$ cat src/sv/tpw_pkg.sv
`timescale 1ns / 1ps
package tpw_pkg;

    // Defaults for the top-level parameters.
    localparam int PHASE_BITS_DEF = 24;
    localparam int OUT_BITS_DEF   = 16;

    // Dimensions above this are clamped before halving.
    localparam int MAX_DIM = 1024;

    localparam int DIM_W      = 11;
    localparam int COORD_W    = 10;
    localparam int OFF_W      = COORD_W + 1;
    localparam int CENTER_W   = COORD_W;
    localparam int IN_TDATA_W = ((2 * COORD_W + 7) / 8) * 8;
    localparam int CFG_IDX_W  = 3;

    localparam logic [DIM_W-1:0] DIM_RESET = DIM_W'(1024);

    typedef enum logic [CFG_IDX_W-1:0] {
        CFG_WIDTH    = 3'd0,
        CFG_HEIGHT   = 3'd1,
        CFG_STEP_X   = 3'd2,
        CFG_STEP_Y   = 3'd3,
        CFG_TILT     = 3'd4
    } t_cfg_idx;

    // Rotation datapath: Q30 vectors, Q32 angle in turns, one guard bit.
    localparam int CORDIC_STEPS = 28;
    localparam int CORD_W       = 33;
    localparam logic signed [CORD_W-1:0] CORDIC_GAIN_Q30 = 33'sd652032874;

    localparam logic [31:0] ATAN_TURNS_Q32 [CORDIC_STEPS] = '{
        32'd536870912, 32'd316933406, 32'd167458907, 32'd85004756,
        32'd42667331,  32'd21354465,  32'd10679838,  32'd5340245,
        32'd2670163,   32'd1335087,   32'd667544,    32'd333772,
        32'd166886,    32'd83443,     32'd41722,     32'd20861,
        32'd10430,     32'd5215,      32'd2608,      32'd1304,
        32'd652,       32'd326,       32'd163,       32'd81,
        32'd41,        32'd20,        32'd10,        32'd5
    };

    typedef struct packed {
        logic                      valid;
        logic                      zero;   // residual angle is zero
        logic [1:0]                quad;
        logic signed [CORD_W-1:0]  x;
        logic signed [CORD_W-1:0]  y;
        logic signed [CORD_W-1:0]  z;
    } t_cordic;

endpackage

$ cat src/sv/tpw_cordic_stage.sv
`timescale 1ns / 1ps
module tpw_cordic_stage #(
    parameter int STEP = 0
) (
    input  logic             i_clk,
    input  logic             i_rst_n,
    input  logic             i_en,
    input  tpw_pkg::t_cordic i_st,
    output tpw_pkg::t_cordic o_st
);
    import tpw_pkg::*;

    localparam logic signed [CORD_W-1:0] ATAN = CORD_W'(ATAN_TURNS_Q32[STEP]);

    t_cordic r_st;
    t_cordic n_st;

    logic signed [CORD_W-1:0] dx;
    logic signed [CORD_W-1:0] dy;

    // Arithmetic shift rounds toward minus infinity.
    assign dx = i_st.y >>> STEP;
    assign dy = i_st.x >>> STEP;

    always_comb begin
        n_st = i_st;
        if (!i_st.z[CORD_W-1]) begin
            n_st.x = i_st.x - dx;
            n_st.y = i_st.y + dy;
            n_st.z = i_st.z - ATAN;
        end else begin
            n_st.x = i_st.x + dx;
            n_st.y = i_st.y - dy;
            n_st.z = i_st.z + ATAN;
        end
    end

    always_ff @(posedge i_clk) begin
        if (!i_rst_n) begin
            r_st.valid <= 1'b0;
        end else if (i_en) begin
            r_st <= n_st;
        end
    end

    assign o_st = r_st;

endmodule

$ cat config.mk
export PLATFORM = sky130hd
export DESIGN_NAME = tpw_cordic_stage
export DESIGN_NICKNAME = d
export VERILOG_FILES = /design/src/sv/tpw_pkg.sv /design/src/sv/tpw_cordic_stage.sv
export SDC_FILE = /design/constraint.sdc
export NUM_CORES = 1
export LEC_CHECK = 0
export CORE_ASPECT_RATIO = 1.1
export CORE_UTILIZATION = 45
export CTS_CLUSTER_DIAMETER = 60
export DETAILED_ROUTE_END_ITERATION = 12
export DONT_BUFFER_PORTS = 1
export GPL_ROUTABILITY_DRIVEN = 0
export HOLD_SLACK_MARGIN = 0.06
export PLACE_DENSITY = 0.7
export SETUP_SLACK_MARGIN = 0.2
export SLEW_MARGIN = 30
export SYNTH_ARGS = -nofsm -noshare
export SYNTH_HDL_FRONTEND = slang
export SYNTH_SLANG_ARGS = --single-unit
$ cat constraint.sdc
create_clock -name i_clk -period 3.4 [get_ports i_clk]
set_clock_uncertainty 0.1 [all_clocks]
set_input_delay 0.51 -clock i_clk [delete_from_list [all_inputs] [get_ports i_clk]]
set_output_delay 0.51 -clock i_clk [all_outputs]
set_load 0.01 [all_outputs]
==> metrics.md, run 1 <==
| Metric | Value |
|---|---|
| CP arrival | `3.12 ns` |
| CTS max path bufs | `2` |
| Max_cap viols | `0` |
| Hold path start | `i_st[2]` |
| Die Y | `148 um` |
| Syn_nets | `1174` |
| CTS tree | `yes` |
| Final Util | `51.7%` |
| DRT Pass-1 Iters | `5` |
| Post-route setup slack | `0.287 ns` |
| Slew @ Worst Pin | `0.643 ns` |
| Fin cells | `1270` |
| Reg2reg path depth | `2` |
| Inserted Clock Buffers | `9` |
| DRT iter0 DRCs | `822` |
| Seq/Total Area, Yosys | `35.0%` |
| Mapped cell area | `8710 um2` |
| Clock sink total | `102` |
| Rel. slew slack | `57.2%` |
| Period utilisation layout | `91.6%` |
| Final #Nets | `1226` |
| Row count | `53` |
| Hold Crit Class | `input port to flop` |
| Port bufs | `0` |
| DP HPWL | `19.8 mm` |
| Vias in the first global route | `6987` |
| Critical path class | `input port to flop` |
| DRC | `0` |
| Final instance area | `9850 um2` |
| Critical-path top delay cell | `ha_1` |
| Initial Util | `45.8%` |
| Hold_buf cts | `0` |
| CP Max Fanout | `6` |
| Most frequent cells in the layout | `a21oi_1 (113), inv_1 (101), edfxtp_1 (101)` |
| Async SR Flop Fraction | `0%` |
| I/O Pins | `209` |
| Cell variety after synth | `80` |
| GRT Overall Usage | `24.4%` |
| Crit-path cells | `inv_1 > ha_1 > and2_1 > nand4_1 > a211o_1 > a211oi_1 > nor3_1 > buf_4 > o31ai_1 > a21boi_1 > a21oi_1 > a2bb2oi_1 > xnor2_1` |
| Pins Over Slew Limit | `0` |
| # Post-CTS Setup Buffers | `0` |
| Largest net degree at the start of global routing | `85` |
| Post-place instance area | `9480 um2` |
| Flop2flop setup slack | `2.67 ns` |
| Commonest non-fill, non-tap cell in the layout | `a21oi_1` |
| Dpl cells | `1254` |
| R2r endpoint | `o_st[102]` |
| Post-place setup slack | `-0.160 ns` |
| DR WL/cell | `19.7 um` |
| Post-route minimum period | `3.11 ns` |
| YS warnings | `0` |
| Die Wd | `135 um` |
| Reg2reg start | `o_st[102]` |
| RSZ-0062 raised after global routing | `yes` |
| H-tree depth | `3` |
| PwrDens | `409 nW/um2` |
| Number of flops mapped to enable cells by yosys | `101` |
| Final hold vios | `0` |
| Synthesis-to-finish area growth | `13.0%` |
| Top delay family on crit path | `compound AO/OA/AOI/OAI gates` |
| Fill cells | `1740` |
| Clock Latency Late Sink | `0.34 ns` |
| Delay of the slowest critical-path stage | `0.35 ns` |
| Pleak | `0.00415 uW` |
| CP Capture Type | `flop` |
| Dominant synthesized flop cell | `edfxtp_1` |
| Via-to-Cell Ratio | `5.90` |
| Hold Path End | `o_st[2]` |
| Gate Count Post-Synth | `966` |
| Status | `complete, no violations` |
| Antenna violations before repair | `0` |
| Number of cells on the worst hold path | `0` |
| FMAX | `321 MHz` |
| Routed via count | `7492` |
| Global-route wire length before repair | `37.8 mm` |
| Clock transition at path regs | `0.08 ns` |
| Worst Path Buf+Inv | `2` |
| Setup violators final | `0` |
| Syn Area/Cell | `9.02 um2` |
| Layout cell share with drive strength beyond 1 | `13.1%` |
| Clk root buf | `clkbuf_16` |
| # diodes | `0` |
| #FFs+latches synth | `102` |
| Peak supply drop | `0.232 mV` |
| Critical Path Source Type | `input port` |
| Die area | `19900 um2` |
| Largest register FFs | `102` |
| Antenna Nets Post-Route | `0` |
| Core Region | `19000 um2` |
| CP required | `3.41 ns` |
| Routed WL | `25.0 mm` |
| GRT Residual Overflow | `0` |
==> power by group <==
part	total, uW	leakage [uW]	switching (uW)	internal, uW
Clock	1080	0.000148	487	597
Sequential	1680	0.000956	117	1570
Combinational	1250	0.00305	728	526
Total	4020	0.00415	1330	2690
==> repair_timing <==
item | 4_1_cts | 5_1_grt
endpoints found under the hold margin | 0 | 0
gates resized for setup | 1 | 14
pin swaps | 0 | 5
setup endpoints to repair | 1 | 11
==> logic make-up after synthesis <==
logic type	share of synthesized area, %
multiplexers	1.26
AO/OA/AOI/OAI	23.0
buffers and inverters	6.85
adder cells (fa/ha/maj)	15.0
XOR/XNOR	6.43
AND/OR/NAND/NOR	12.4
flip-flops	35.0
==> per-stage QoR <==
| stage | total power, uW | hold WS (ns) | setup TNS [ns] |
|---|---|---|---|
| final | 4020 | 0.145 | 0 |
| after global routing | 4190 | 0.137 | 0 |
| after CTS | 4000 | 0.142 | 0 |
| after detailed placement | 2920 | 0.457 | -0.528 |
| after global placement | 2910 | 0.452 | -0.422 |
| after floorplan | 2520 | 0.438 | 0 |
==> Yosys cell counts (10+ instances only) <==
library cell,count,area [um2]
o31ai_1,13,97.6
ha_1,98,1230
nand3_1,17,85.1
inv_1,101,379
a21o_1,19,143
buf_2,14,70.1
o21bai_1,16,120
nor3_1,13,65.1
nor2_1,90,338
nand2b_1,11,68.8
nor2b_1,12,75.1
mux2i_1,11,110
xnor2_1,58,508
o21ai_0,48,240
nand2_1,47,176
a21oi_1,115,576
o211ai_1,10,75.1
and2_1,10,62.6
clkbuf_1,22,82.6
edfxtp_1,101,3030
a31oi_1,12,75.1
==> area by class of cell <==
cell class | count | area, um2 | area share (%)
repair buffers | 85 | 651 | 6.61
flip-flops and latches | 102 | 3050 | 31.0
multi-input cells | 715 | 5130 | 52.2
clock inverters | 4 | 52.6 | 0.534
inverters | 105 | 399 | 4.05
well taps | 247 | 309 | 3.14
clock buffers | 12 | 246 | 2.50
==> per-layer routing <==
metal	part of all wire, %	global-route usage (%)	vias to the layer above
li1	-	-	3528
met1	42	30.9	3518
met2	47	40.2	386
met3	7.8	4.80	60
met4	3.4	10.3	0
met5	0	0	-
==> worst register-to-register path, cell delays in order, from the launching register on <==
cell and delay, ns:
dfxtp_1 0.34, mux2i_1 0.13, nor2b_1 0.06
==> how the worst max path moves through the flow <==
stage / startpoint / end / slack (ns) / depth (start not counted)
2_1_floorplan: i_st[37] / o_st[96] / 0.29 / 13
3_3_place_gp: i_st[66] / o_st[98] / -0.11 / 15
3_5_place_dp: i_st[66] / o_st[96] / -0.16 / 15
4_1_cts: i_st[66] / o_st[98] / 0.23 / 15
5_1_grt: i_st[66] / o_st[98] / 0.16 / 15
6_report: i_st[38] / o_st[91] / 0.29 / 13
Note: power is estimated with default switching activity, not from simulation.
==> run 2, diff against run 1 <==
ABC_AREA = 1   (was not set)
==> run 2 against run 1 <==
Total power increased by 1.3%. Synthesized cell count increased by 79%. Sequential cell count is the same. Sequential power hardly changed. Setup slack improved by 0.66 ns. Global-route usage up 1.6 points. Critical path type unchanged.
==> metrics.md, run 2 <==
| Metric | Value |
|---|---|
| CP required | `3.41 ns (about the same)` |
| Via-to-Cell Ratio | `5.28 (was 5.90)` |
| Post-place setup slack | `0.664 ns (was -0.160 ns)` |
| Rel. slew slack | `48.8% (was 57.2%)` |
| Peak supply drop | `0.234 mV (was 0.232 mV)` |
| Yosys top cell by area | `edfxtp_1 (unchanged)` |
| CP arrival | `2.46 ns (was 3.12 ns)` |
| Final instance area | `11300 um2 (was 9850 um2)` |
| Hold_buf cts | `0 (unchanged)` |
| Pins Over Slew Limit | `0 (unchanged)` |
| CTS tree | `yes (unchanged)` |
| Seq/Total Area, Yosys | `28.1% (was 35.0%)` |
| Die Y | `165 um (was 148 um)` |
| #FFs+latches synth | `102 (unchanged)` |
| Period utilisation layout | `72.0% (was 91.6%)` |
| Die Wd | `150 um (was 135 um)` |
| Post-place instance area | `11000 um2 (was 9480 um2)` |
| Clk root buf | `clkbuf_16 (unchanged)` |
| Inserted Clock Buffers | `9 (unchanged)` |
| Pleak | `0.00619 uW (was 0.00415 uW)` |
| Post-synth top cells | `nand2_1 (651), inv_1 (349), nand3_1 (160) (was a21oi_1 (115), edfxtp_1 (101), inv_1 (101))` |
| Global-route wire length before repair | `49.1 mm (was 37.8 mm)` |
| Mapped cell area | `10900 um2 (was 8710 um2)` |
| Hold Crit Class | `input port to flop (unchanged)` |
| # Post-CTS Setup Buffers | `0 (unchanged)` |
| Commonest non-fill, non-tap cell in the layout | `nand2_1 (was a21oi_1)` |
| Area contributors post-synth | `edfxtp_1 (28%), nand2_1 (23%), inv_1 (12%), ha_1 (11%), nand3_1 (7.4%) (was edfxtp_1 (35%), ha_1 (14%), a21oi_1 (6.6%), xnor2_1 (5.8%), inv_1 (4.4%))` |
| Most frequent cells in the layout | `nand2_1 (651), inv_1 (348), nand3_1 (160) (was a21oi_1 (113), inv_1 (101), edfxtp_1 (101))` |
| DRT iter0 DRCs | `1175 (was 822)` |
| Die area | `24800 um2 (was 19900 um2)` |
| H-tree depth | `3 (unchanged)` |
| Setup TNS | `0 ns (unchanged)` |
| CP Capture Type | `flop (unchanged)` |
| Cell variety after synth | `34 (was 80)` |
| Clock Latency Late Sink | `0.36 ns (was 0.34 ns)` |
| Largest net degree at the start of global routing | `70 (was 85)` |
| Antenna violations before repair | `0 (unchanged)` |
| GRT Overall Usage | `26.0% (was 24.4%)` |
| Syn Area/Cell | `6.29 um2 (was 9.02 um2)` |
| Port bufs | `0 (unchanged)` |
| RSZ-0062 raised after global routing | `no (was yes)` |
| DRC | `0 (unchanged)` |
| Slew @ Worst Pin | `0.768 ns (was 0.643 ns)` |
| Routed WL | `31.9 mm (was 25.0 mm)` |
| Antenna Nets Post-Route | `0 (unchanged)` |
| # diodes | `0 (unchanged)` |
| Core Region | `23700 um2 (was 19000 um2)` |
| CP Max Fanout | `4 (was 6)` |
| Post-route setup slack | `0.951 ns (was 0.287 ns)` |
| DP HPWL | `26.4 mm (was 19.8 mm)` |
| Routed via count | `10600 (was 7492)` |
| Min Hold Slack | `0.136 ns (was 0.145 ns)` |
| Count leader, synth | `nand2_1 (was a21oi_1)` |
| Final hold vios | `0 (unchanged)` |
| Dominant synthesized flop cell | `edfxtp_1 (unchanged)` |
| PwrDens | `361 nW/um2 (was 409 nW/um2)` |
| Post-route minimum period | `2.45 ns (was 3.11 ns)` |
| Post-CTS resize count | `0 (was 1)` |
| Final #Nets | `1904 (was 1226)` |
| Synthesis-to-finish area growth | `4.00% (was 13.0%)` |
| YS warnings | `0 (unchanged)` |
| DR WL/cell | `15.9 um (was 19.7 um)` |
| CTS max path bufs | `2 (unchanged)` |
| FMAX | `408 MHz (was 321 MHz)` |
| Setup violators final | `0 (unchanged)` |
| Initial Util | `45.8% (about the same)` |
| Max_cap viols | `0 (unchanged)` |
| Clock sink total | `102 (unchanged)` |
| DRT Pass-1 Iters | `6 (was 5)` |
| Row count | `59 (was 53)` |
| Vias in the first global route | `9755 (was 6987)` |
| Gate Count Post-Synth | `1727 (was 966)` |
| Number of flops mapped to enable cells by yosys | `101 (unchanged)` |
| Largest register FFs | `102 (unchanged)` |
| I/O Pins | `209 (unchanged)` |
| Layout cell share with drive strength beyond 1 | `2.41% (was 13.1%)` |
| GRT Residual Overflow | `0 (unchanged)` |
| Async SR Flop Fraction | `0% (unchanged)` |
| Critical path class | `input port to flop (unchanged)` |
| Critical Path Source Type | `input port (unchanged)` |
| Top cell type's share of synthesized area | `27.9% (was 34.8%)` |
| Status | `complete, no violations (unchanged)` |
| Clock transition at path regs | `0.07 ns (was 0.08 ns)` |
| Syn_nets | `1935 (was 1174)` |
[run 2: changes by cell type after synthesis, moves of 18 or more]
cell	previous run	this run
xor2_1	6	25
nor2_1	90	108
a21o_1	19	1
nand3_1	17	160
xnor2_1	58	0
inv_1	101	349
nand2_1	47	651
a21oi_1	115	75
[run 2: cells by family (layout without fill, tap and decap cells)]
group | after synthesis | after routing | share of synthesized area, %
AO/OA/AOI/OAI | 140 | 140 | 6.98
XOR/XNOR | 25 | 25 | 2.02
adder cells (fa/ha/maj) | 102 | 102 | 12.0
buffers and inverters | 396 | 370 | 14.7
flip-flops | 102 | 102 | 28.1
AND/OR/NAND/NOR | 962 | 962 | 36.2
[run 2: area by class of cell]
class	count	area, um2
clock buffer	9	225
clock inverter	7	67.6
fill	2442	12400
inverter	352	1320
multi-input combinational	1229	6210
sequential	102	3050
tap	305	382
timing repair buffer	2	27.5
[run 2: final timing paths]
| path | from | end | slack, ns | cells past startpoint |
|---|---|---|---|---|
| hold reg to reg | o_st[102] | o_st[102] | 0.50 | 2 |
| setup reg to reg | o_st[102] | o_st[102] | 2.62 | 2 |
| hold / removal | i_en | o_st[102] | 0.14 | 1 |
| setup / recovery | i_st[33] | o_st[57] | 0.95 | 15 |
[run 2: critical path, cell delays in order]
cell	delay (ns)
inv_1	0.02
ha_1	0.22
fa_1	0.40
inv_1	0.19
nand2_1	0.11
nand2_1	0.17
nand2_1	0.07
nand2_1	0.14
nand2_1	0.08
nand2_1	0.15
nand2_1	0.09
nand2_1	0.07
nand2_1	0.05
nand3_1	0.12
nand2_1	0.08
[run 2: where the power goes]
group / switching, uW / internal, uW
clock network: 530 / 516
logic: 958 / 416
registers: 111 / 1540
total: 1600 / 2470
[run 2: through the flow]
stage               std cells  utilization (%)  power [uW]
floorplan                1727                -        2690
global placement         1990             46.4        3000
detailed placement       1990             46.4        3020
CTS                      2006             47.7        4080
global route             2006             47.7        4330
finish                   2006             47.7        4070
[run 2: layer usage]
metal	track usage (%)	routed length (um)
met1	34.5	13700
met2	40.5	13600
met3	5.55	3320
met4	11.4	1260
met5	0	0
==> run 3, diff against run 2 <==
clock period = 2.23 ns   (was 3.4 ns; I/O delays follow)
==> run 3 against run 2 <==
Total power increased by 62%. Clock power increased by 51%. Count of clock-buffer cells in the layout unchanged. Register-to-register slack got worse by 1.8 ns. Critical path depth decreased by 2. Combinational power increased by 82%.
==> metrics.md, run 3 (same netlist as run 2, synthesis figures left out) <==
| Metric | Value |
|---|---|
| Status | `complete, no violations (unchanged)` |
| RSZ-0062 raised after global routing | `yes (was no)` |
| Final hold vios | `0 (unchanged)` |
| Rel. slew slack | `64.1% (was 48.8%)` |
| Seq pwr share | `38.1% (was 40.6%)` |
| Pleak | `0.00686 uW (was 0.00619 uW)` |
| Critical path class | `input port to flop (unchanged)` |
| Hold Crit Class | `input port to flop (unchanged)` |
| Vias in the first global route | `10500 (was 9755)` |
| P_sw | `2530 uW (was 1600 uW)` |
| Logic pwr share | `37.8% (was 33.7%)` |
| GRT Overall Usage | `27.1% (was 26.0%)` |
| Period utilisation layout | `88.3%` |
| I/O Pins | `209 (unchanged)` |
| Delay of the slowest critical-path stage | `0.40 ns (about the same)` |
| Largest register FFs | `102 (unchanged)` |
| Clock Latency Late Sink | `0.36 ns (about the same)` |
| Number of cells on the worst hold path | `2 (was 1)` |
| Min Hold Slack | `0.0629 ns (was 0.136 ns)` |
| Antenna violations before repair | `0 (unchanged)` |
| Crit path depth | `13 (was 15)` |
| Reg2reg start | `o_st[102] (unchanged)` |
| Post-route minimum period | `1.97 ns` |
| Largest net degree at the start of global routing | `70 (unchanged)` |
| CP required | `2.25 ns (was 3.41 ns)` |
| Int Power | `4090 uW (was 2470 uW)` |
| Inserted Clock Buffers | `9 (unchanged)` |
| Setup TNS | `0 ns (unchanged)` |
| Critical Path Source Type | `input port (unchanged)` |
| Clock transition at path regs | `0.08 ns (was 0.07 ns)` |
| Post-route setup slack | `0.262 ns (was 0.951 ns)` |
| Via-to-Cell Ratio | `5.20 (was 5.28)` |
| FMAX | `508 MHz` |
| Max_cap viols | `0 (unchanged)` |
| Die Wd | `150 um (unchanged)` |
| Core Region | `23700 um2 (unchanged)` |
| DP HPWL | `27.4 mm (was 26.4 mm)` |
| Die Y | `165 um (unchanged)` |
| CTS max path bufs | `2 (unchanged)` |
| # diodes | `0 (unchanged)` |
| Global-route wire length before repair | `51.5 mm (was 49.1 mm)` |
| Peak supply drop | `0.371 mV (was 0.234 mV)` |
| Clock sink total | `102 (unchanged)` |
| CP arrival | `1.99 ns (was 2.46 ns)` |
| Port bufs | `0 (unchanged)` |
| Routed via count | `11200 (was 10600)` |
| Commonest non-fill, non-tap cell in the layout | `nand2_1 (unchanged)` |
| Setup violators final | `0 (unchanged)` |
| Hold Path End | `o_st[77] (was o_st[102])` |
| Most frequent cells in the layout | `nand2_1 (638), inv_1 (346), nand3_1 (156) (was nand2_1 (651), inv_1 (348), nand3_1 (160))` |
| Layout cell share with drive strength beyond 1 | `11.4% (was 2.41%)` |
| Sw Share | `38.3% (was 39.3%)` |
| Post-place instance area | `11900 um2 (was 11000 um2)` |
| CP Capture Type | `flop (unchanged)` |
| CP most frequent cell | `nand2_1 (unchanged)` |
| Pins Over Slew Limit | `0 (unchanged)` |
| Synthesis-to-finish area growth | `17.0% (was 4.00%)` |
| Clock Power Share | `24.1% (was 25.7%)` |
| DRT Pass-1 Iters | `6 (unchanged)` |
| Initial Util | `45.8% (unchanged)` |
| H-tree depth | `3 (unchanged)` |
| CP Max Fanout | `8 (was 4)` |
| DR WL/cell | `15.5 um (was 15.9 um)` |
| Final instance area | `12700 um2 (was 11300 um2)` |
| Crit-path cells | `inv_1 > ha_2 > nand2_1 > nor2_2 > nand2_1 > nand3_1 > nand2_1 > nand2_1 > nand2_1 > nand2_1 > nand2_1 > nand3_1 > nand2_1 (was inv_1 > ha_1 > fa_1 > inv_1 > nand2_1 > nand2_1 > nand2_1 > nand2_1 > nand2_1 > nand2_1 > nand2_1 > nand2_1 > nand2_1 > nand3_1 > nand2_1)` |
| Row count | `59 (unchanged)` |
| DRT iter0 DRCs | `1183 (was 1175)` |
| Slew @ Worst Pin | `0.538 ns (was 0.768 ns)` |
| CTS tree | `yes (unchanged)` |
| Top delay family on crit path | `simple AND/OR/NAND/NOR gates (unchanged)` |
| Flop2flop setup slack | `0.85 ns (was 2.62 ns)` |
| Routed WL | `33.4 mm (was 31.9 mm)` |
| PwrDens | `521 nW/um2 (was 361 nW/um2)` |
| Clk root buf | `clkbuf_16 (unchanged)` |
| Hold path start | `i_st[32] (was i_en)` |
| Reg2reg path depth | `3 (was 2)` |
| Die area | `24800 um2 (unchanged)` |
| Antenna Nets Post-Route | `0 (unchanged)` |
| R2r endpoint | `o_st[102] (unchanged)` |
| Critical-path top delay cell | `ha_2 (was fa_1)` |
| Final #Nets | `2051 (was 1904)` |
| Post-place setup slack | `-0.296 ns (was 0.664 ns)` |
| DRC | `0 (unchanged)` |
| GRT Residual Overflow | `0 (unchanged)` |
| Worst Path Buf+Inv | `1 (was 2)` |
-- run 3: cell count changes in the layout (fill, tap and decap cells not counted), moves of 7 or more --
cell           before  now
nor2_2              7   14
a21oi_1            75   68
nand2_2             7   19
dlygate4sd3_1       0   35
ha_1               98   76
nor2_1            108  101
a21oi_2             0    7
ha_2                0   20
nand2_1           651  638
buf_4               1  111
-- run 3: power by group through the flow --
stage	clock network [uW]	registers [uW]	logic [uW]
after floorplan	0	2520	1580
after global placement	0	2570	2290
after detailed placement	0	2570	2330
after CTS	1630	2520	2390
after global routing	1700	2540	2780
final	1590	2520	2500
-- run 3: layout make-up --
cell class                      instances  area (um2)
Clock buffer                            9         225
Sequential cell                       102        3050
Multi-Input combinational cell       1229        6410
Timing Repair Buffer                  149        1240
Fill cell                            2329       11000
Tap cell                              305         382
Inverter                              352        1330
Clock inverter                          7        62.6
-- run 3: worst max-delay path by stage --
| stage | from | end | slack, ns |
|---|---|---|---|
| 3_5_place_dp | i_st[39] | o_st[82] | -0.30 |
| 5_1_grt | i_st[42] | o_st[49] | 0.15 |
| 4_1_cts | i_st[48] | o_st[82] | 0.20 |
| 2_1_floorplan | i_rst_n | o_st[0] | -0.11 |
| 3_3_place_gp | i_st[39] | o_st[82] | -0.26 |
| 6_report | i_st[37] | o_st[96] | 0.26 |
-- run 3: metrics by stage --
stage / std cells / util [%] / power (uW)
after global placement: 2100 / 50.1 / 4850
after floorplan: 1727 / - / 4100
final: 2153 / 53.6 / 6620
after global routing: 2153 / 53.6 / 7020
after CTS: 2151 / 52.8 / 6550
after detailed placement: 2100 / 50.1 / 4900
-- run 3: per-layer routing --
metal  track usage (%)  up-vias  routed length (um)
li1                  -     5560                   -
met1              35.3     5030               14400
met2              43.4      545               14500
met3              5.86       69                3180
met4              10.7        0                1260
met5                 0        -                   0
-- run 3: timing repair --
item / 4_1_cts / 5_1_grt
gates resized for setup: 3 / 55
gates cloned: 0 / 0
endpoints found under the setup margin: 4 / 41
setup buffers: 0 / 2
pin swaps: 0 / 4
hold buffers: 35 / 0
hold endpoints to repair: 34 / 0
